[src/hw/rtl/pqmx_pkg.sv]
package pqmx_pkg;

  localparam int CAPACITY = 16;
  localparam int CNT_W    = $clog2(CAPACITY + 1);
  localparam int OCC_W    = 5;

  typedef enum logic [1:0] {
    MODE_INSERT = 2'd0,
    MODE_PULL   = 2'd1,
    MODE_PEEK   = 2'd2,
    MODE_NOP    = 2'd3
  } mode_t;

  typedef enum logic [1:0] {
    ST_OK    = 2'd0,
    ST_EMPTY = 2'd1,
    ST_FULL  = 2'd2,
    ST_RSVD  = 2'd3
  } status_t;

  typedef struct packed {
    logic        [1:0]  mode;
    logic signed [31:0] value_in;
    logic signed [15:0] priority_in;
  } cmd_t;

  typedef struct packed {
    logic signed [31:0] value_out;
    logic        [1:0]  status;
    logic        [4:0]  occupancy;
  } rsp_t;

  typedef struct packed {
    logic signed [31:0] value;
    logic signed [15:0] prio;
  } entry_t;

  // per-cycle shift control broadcast to every cell
  typedef struct packed {
    logic ins;
    logic pull;
  } cell_ctl_t;

endpackage

[src/hw/rtl/pqmx_cell.sv]
module pqmx_cell
  import pqmx_pkg::*;
(
  input  logic      clk,
  input  cell_ctl_t ctl,
  input  logic      occ,
  input  entry_t    new_entry,
  input  entry_t    prev_entry,
  input  logic      prev_ge,
  input  entry_t    next_entry,
  output logic      ge,
  output entry_t    entry
);

  entry_t entry_next;

  // this cell holds something that ranks at or above the new entry
  assign ge = occ && (entry.prio >= new_entry.prio);

  always_comb begin
    entry_next = entry;
    if (ctl.ins) begin
      if (!ge) begin
        entry_next = prev_ge ? new_entry : prev_entry;
      end
    end else if (ctl.pull) begin
      entry_next = next_entry;
    end
  end

  always_ff @(posedge clk) begin
    entry <= entry_next;
  end

endmodule

[src/hw/rtl/priority_queue_max_extract.sv]
// Bounded max-priority queue built as a sorted row of cells. For every operation
// (insert, pull, peek) a command beat is accepted whenever start is high, busy
// stays low, and the result beat appears with done high on the cycle right
// after acceptance, for exactly that one cycle. Commands may therefore be
// issued back to back. Each cell of the row picks its next entry from itself,
// its two neighbors and the incoming pair, so the head cell always holds the
// winner (highest priority, earliest arrival among equals). The receiver
// cannot stall; a result must be captured on the cycle it is shown.
module priority_queue_max_extract
  import pqmx_pkg::*;
(
  input  logic clk,
  input  logic rst,
  input  logic start,
  output logic busy,
  input  cmd_t cmd,
  output logic done,
  output rsp_t rsp
);

  logic [CNT_W-1:0] count;
  logic [CNT_W-1:0] count_next;

  entry_t    entries [CAPACITY];
  entry_t    new_entry;
  logic      ge_chain [CAPACITY+1];
  cell_ctl_t ctl;

  logic    accept;
  logic    is_full;
  logic    is_empty;
  mode_t   mode;
  rsp_t    rsp_next;
  logic [CNT_W+OCC_W-1:0] occ_wide;

  // busy is tied low, so nothing ever holds commands off
  assign busy   = 1'b0;
  assign accept = start && !busy;

  assign mode     = mode_t'(cmd.mode);
  assign is_full  = (count == CNT_W'(CAPACITY));
  assign is_empty = (count == '0);

  assign new_entry.value = cmd.value_in;
  assign new_entry.prio  = cmd.priority_in;

  // decode the beat into cell row control
  always_comb begin
    ctl = '0;
    if (accept) begin
      ctl.ins  = (mode == MODE_INSERT) && !is_full;
      ctl.pull = (mode == MODE_PULL) && !is_empty;
    end
  end

  // head of the chain: no cell ahead, so the new entry is taken there
  // unless the head itself ranks at or above it
  assign ge_chain[0] = 1'b1;

  for (genvar i = 0; i < CAPACITY; i++) begin : g_cell
    entry_t prev_e;
    entry_t next_e;
    logic   occ_i;

    assign occ_i = (count > CNT_W'(i));

    if (i == 0) begin : g_head
      assign prev_e = new_entry;
    end else begin : g_mid
      assign prev_e = entries[i-1];
    end

    // tail cell pulls in its own content; it leaves the live range anyway
    if (i == CAPACITY - 1) begin : g_tail
      assign next_e = entries[i];
    end else begin : g_body
      assign next_e = entries[i+1];
    end

    pqmx_cell u_cell (
      .clk        (clk),
      .ctl        (ctl),
      .occ        (occ_i),
      .new_entry  (new_entry),
      .prev_entry (prev_e),
      .prev_ge    (ge_chain[i]),
      .next_entry (next_e),
      .ge         (ge_chain[i+1]),
      .entry      (entries[i])
    );
  end

  // occupancy tracking
  always_comb begin
    count_next = count;
    if (ctl.ins) begin
      count_next = count + CNT_W'(1);
    end else if (ctl.pull) begin
      count_next = count - CNT_W'(1);
    end
  end

  // occupancy port shows the low bits of the count as it stands after the command
  assign occ_wide = (CNT_W+OCC_W)'(count_next);

  // result beat built from the head cell before it shifts
  always_comb begin
    rsp_next           = '0;
    rsp_next.occupancy = occ_wide[OCC_W-1:0];
    unique case (mode) inside
      MODE_INSERT: begin
        if (is_full) begin
          rsp_next.status = ST_FULL;
        end
      end
      MODE_PULL, MODE_PEEK: begin
        if (is_empty) begin
          rsp_next.status = ST_EMPTY;
        end else begin
          rsp_next.value_out = entries[0].value;
        end
      end
      default: begin
        rsp_next.status = ST_OK;
      end
    endcase
  end

  always_ff @(posedge clk) begin
    if (rst) begin
      count <= '0;
      done  <= 1'b0;
    end else begin
      count <= count_next;
      done  <= accept;
    end
  end

  // payload register, qualified by done
  always_ff @(posedge clk) begin
    if (accept) begin
      rsp <= rsp_next;
    end
  end

  // a result beat only follows an accepted command
  a_done_follows_cmd: assert property (@(posedge clk) disable iff (rst)
    done |-> $past(start && !rst))
    else $error("result beat without a command");

  // the cell row never holds more than it has cells
  a_count_bound: assert property (@(posedge clk) disable iff (rst)
    count <= CNT_W'(CAPACITY))
    else $error("entry count beyond capacity");

  // a refused insert means the queue really was full and stays so
  a_full_consistent: assert property (@(posedge clk) disable iff (rst)
    (done && rsp.status == ST_FULL) |-> (count == CNT_W'(CAPACITY)))
    else $error("full status while queue not full");

  // an empty report leaves the queue empty
  a_empty_consistent: assert property (@(posedge clk) disable iff (rst)
    (done && rsp.status == ST_EMPTY) |-> (count == '0))
    else $error("empty status while queue holds entries");

endmodule

[config.mk]
export PLATFORM = sky130hd
export DESIGN_NAME = priority_queue_max_extract
export DESIGN_NICKNAME = d
export VERILOG_FILES = /design/src/hw/rtl/pqmx_pkg.sv /design/src/hw/rtl/pqmx_cell.sv /design/src/hw/rtl/priority_queue_max_extract.sv
export SDC_FILE = /design/constraint.sdc
export NUM_CORES = 2
export LEC_CHECK = 0
export BUFFER_PORTS_ARGS = -buffer_cell sky130_fd_sc_hd__buf_4
export CAP_MARGIN = 30
export CORE_ASPECT_RATIO = 0.5
export CORE_UTILIZATION = 34
export DETAILED_ROUTE_END_ITERATION = 7
export GPL_TIMING_DRIVEN = 0
export PLACE_DENSITY = 0.53
export SETUP_SLACK_MARGIN = 0.05
export SKIP_CTS_REPAIR_TIMING = 1
export SYNTH_ARGS = -nofsm -noshare
export SYNTH_HDL_FRONTEND = slang
export SYNTH_HIERARCHICAL = 1
export SYNTH_SLANG_ARGS = --single-unit
[constraint.sdc]
create_clock -name clk -period 16.1 [get_ports clk]
set_input_delay 3.22 -clock clk [delete_from_list [all_inputs] [get_ports clk]]
set_output_delay 3.22 -clock clk [all_outputs]
set_load 0.005 [all_outputs]
== Word-level counts from Yosys, hierarchy flattened ==
Cells that the tools add are included.
Cells by class
  add/subtract/negate cells: 2
  order comparisons: 32
  equal/unequal tests: 18
  muxes and demuxes: 66
  bitwise gates (word level): 2
  reduce and logical (&&, ||, !) cells: 41
Operators by type and width (count)
  2-to-1 mux 48 bit: 60
  >= comparator 16 bit: 16
  > comparator 5 x 4 -> 1 bit (second input constant): 8
  AND reduction 2 bit: 16
  != test 2 bit (second input constant): 15
  > comparator 5 x 3 -> 1 bit (second input constant): 4
  logical AND 1 bit: 18
  > comparator 5 x 1 -> 1 bit (second input constant): 2
  > comparator 5 x 2 -> 1 bit (second input constant): 2
  2-to-1 mux 5 bit: 2
  adder 5 x 1 -> 5 bit (second input constant): 1
  equality test 5 bit (second input constant): 1
  zero test 5 bit: 1
  subtractor 5 x 1 -> 5 bit (second input constant): 1
  2-to-1 mux 2 bit: 2
  case mux 2 bit (2 select lines): 1
  OR reduction 2 bit: 2
  equality test 2 x 1 -> 1 bit (second input constant): 1
  equality test 2 bit (second input constant): 1
  zero test 1 bit: 2
  zero test 2 bit: 1
  inverter 1 bit: 2
  nonzero test 2 bit: 1
  2-to-1 mux 1 bit: 1
Word-level totals
  bits in registers: 813
  input port bits: 53
  logic and storage cells: 198

== Longest topological paths before layout ==
  word-level depth: 6
  gate-level depth with buffers: 14
  mapped depth without buffers: 9

== Cells and area by module ==
The synthesis kept the hierarchy.
By module, submodules not included
  pqmx_cell (g_cell[0].u_cell ...): times used 10, cells each 270, area each 2896.5 µm², seq. area each 1441.4 µm²
  pqmx_cell (g_cell[5].u_cell ...): times used 5, cells each 278, area each 2940.3 µm², seq. area each 1441.4 µm²
  pqmx_cell (g_cell[4].u_cell): times used 1, cells each 274, area each 2880.3 µm², seq. area each 1441.4 µm²
  priority_queue_max_extract: times used 1, cells each 176, area each 2108.3 µm², seq. area each 1291.2 µm²

== Worst setup path after synthesis ==
OpenSTA, ideal clock, no wires.
  kind: in2reg
  start point: in cmd[49] (netlist bit)
  end point: reg g_cell[4].u_cell/entry[0] (netlist bit), enable pin
  setup time: 0.474 ns
  arrival: 7.249 ns
  slack: 8.377 ns
  stages: 9
  cells stage by stage: inv_1 > ha_1 > nand2_1 > or2_4 > inv_2 > clkbuf_1 > clkbuf_1 > o21ai_0 > mux2i_1
RTL lines
  from (decl): RTL line priority_queue_max_extract.sv:16  | input cmd_t cmd,
  to (signal assigned): RTL line pqmx_cell.sv:32  | entry <= entry_next;
  to (decl): RTL line pqmx_cell.sv:12  | output entry_t entry

==> results.md <==
* Vert. Die Dim at 269 µm
* WP data arrival at 7020 ps
* Synthesized cell area at 0.0487 mm²
* Final worst path period need at 6650 ps
* Power Internal at 4.07 mW
* Final worst-path cycle share at 41.3%
* Syn_nets at 4857
* Register-to-register path setup slack at 11570 ps
* DRT met1 WL at 68700 µm
* H-tree Lvls at 3
* I/O pin total at 94
* Num CTS Buffers at 86
* Clock latency on the worst-skew pair at 670 ps
* Met2 wire length at 56900 µm
* Mean routed wirelength per cell at 20.2 µm
* Die ar. at 0.145 mm²
* NetSw at 1.51 mW
* Outcome: completed
* Starting Density at 34.5%
* Min-delay worst type: reg2reg
* Drt total wl at 135000 µm
* Clock Sinks at 813
* Worst Path Required at 16470 ps
* Top sig layer: met5
* Cells after Synth at 4539
* CP Capture Type: register
* Clock transition at path regs at 60 ps
* Routed length on met3 at 7070 µm
* Cell mode on critical path: buf_8
* Number of global-route vias before repair at 34.3k
* Layout cells sized above 1 at 9.27%
* Die width at 537 µm
* Startpoint Class: primary input
* Root buffer cell: clkbuf_16
* Initial DRC Count at 2349
* Grt ovf at 0
* Area growth from synthesis to layout at 13.2%
* Worst-Margin Slew at 1050 ps
* Clk network pwr share at 37.3%
* Via count at 34.4k
* Max-slew violation count at 0
* Switching share of power at 27.1%
* Core Footprint at 0.141 mm²
* Synth warnings at 6
* CP max FO at 22
* Slowest cell on the critical path: a311oi_4
* Max incr delay on CP at 760 ps
* Final Setup Violations at 0
* Final Hold Fails at 0
* Slew HR at 29.1%
* Gr usage total at 18.4%
* DRC viols at 0
* CP cell instances: buf_4, inv_1, ha_1, nand2_1, or2_4, inv_2, clkbuf_1, buf_2, nor2_1, a311oi_4, buf_8, buf_8
* Clock tree buffer depth at 3
* Average size of a mapped cell at 10.7 µm²
* Power per standard cell area at 101 mW/mm²
* Comb power frac at 16.1%
* LEAKAGE at 20.3 nW
* Worst path depth at 12
* Final HPWL DP at 110000 µm
* Clock skew at 29.6 ps
* Initial antenna violation count at 8
* Fin nets at 5060
* Max-cap violations at 0
* Routability cong. at 0.894
* Final instance area at 0.0551 mm²
* Vias per std cell at 5.14
* CTS tree: yes
* Pre-Repair DR Iteration Count at 5
* RSZ-0062 raised after global routing: no
* Port Buffers at 92
* Top Family by Delay on Critical Path: buffers and inverters
* Worst r2r path cells at 12
* Hold Path Depth at 1
* First-pass GRT wire length at 208000 µm
* Core Rows at 97
* Critical path type: in2reg
* Sequential share of power at 46.6%
* Cell area after placement at 0.0522 mm²
* CP bufs+invs at 7
* Setup TNS at 0 ps
* Largest net degree at the start of global routing at 45
* Fillers at 13.8k
* Fmax at 150 MHz
* DRT antenna net count at 0
* Peak VDD IR at 0.0000802 V
-- final cells by class --
class | count | area, µm² | area share, %
Sequential cell | 813 | 24400 | 44.2
Multi-Input combinational cell | 3157 | 21900 | 39.8
Tap cell | 1881 | 2350 | 4.27
Clock buffer | 102 | 2250 | 4.09
Buffer | 283 | 1410 | 2.55
Timing Repair Buffer | 115 | 1080 | 1.96
Inverter | 286 | 1070 | 1.95
Clock inverter | 53 | 644 | 1.17
Antenna cell | 6 | 15.0 | 0.0273
-- power by group through the flow --
| stage | clock, mW | sequential, mW | combinational (mW) |
|---|---|---|---|
| after floorplan | 0 | 2.60 | 0.617 |
| after global placement | 0 | 2.65 | 0.848 |
| after detailed placement | 0 | 2.64 | 0.899 |
| after CTS | 2.13 | 2.60 | 0.899 |
| after global routing | 2.21 | 2.61 | 0.995 |
| final | 2.08 | 2.60 | 0.900 |
-- placed cells by master (no fill, tap or decap), drive strengths merged, types with 14 or more instances in the layout --
cell type and count:
a21oi 831, nor2 818, edfxtp 807, mux2i 771, clkbuf 293, inv 284, ha 265, buf 207
nand2 85, nand4 63, o21ai 44, clkinv 38, and3 33, a21o 30, nor3 22, nor2b 15
bufinv 14
-- worst reg2reg max path, cell delays in order, from the launching register on --
cell and delay [ps]:
dfxtp_1 360, clkbuf_1 330, inv_1 140, ha_1 260, and4bb_4 230, or2_4 280
inv_2 500, clkbuf_1 430, buf_2 350, nor2_1 120, a311oi_4 760, buf_8 270
buf_8 210
-- path summary, 6_finish.rpt --
kind / startpoint / end
worst min-delay path: g_cell[0].u_cell/entry[30] / rsp[21]
worst max register to register: count[0] / g_cell[5].u_cell/entry[28]
worst min register to register: g_cell[0].u_cell/entry[30] / rsp[21]
worst max-delay path: cmd[49] / g_cell[5].u_cell/entry[28]
-- per-stage QoR --
step                util, %  instances  power, mW  worst slack, ps  hold WS [ps]
detailed placement     37.0       6535       3.54             8740           586
global route           39.0       6696       5.82             9250           628
global placement       36.7       6512       3.50             6160           578
floorplan                 -       4539       3.22             8380           554
CTS                    39.0       6690       5.63             9450           600
finish                 39.0       6696       5.58             9450           597
-- registers in the layout, indices dropped and copies added, names as in the netlist --
register / cells
g_cell.u_cell/entry: 768
rsp: 39
count: 5
done: 1
-- per-layer routing --
layer / up-vias / GRT usage [%]
met1: 16400 / 28.1
met4: 4 / 4.19
met3: 150 / 2.14
met2: 925 / 27.4
met5: - / 0
li1: 17000 / -
(Power assumes the default switching activity.)
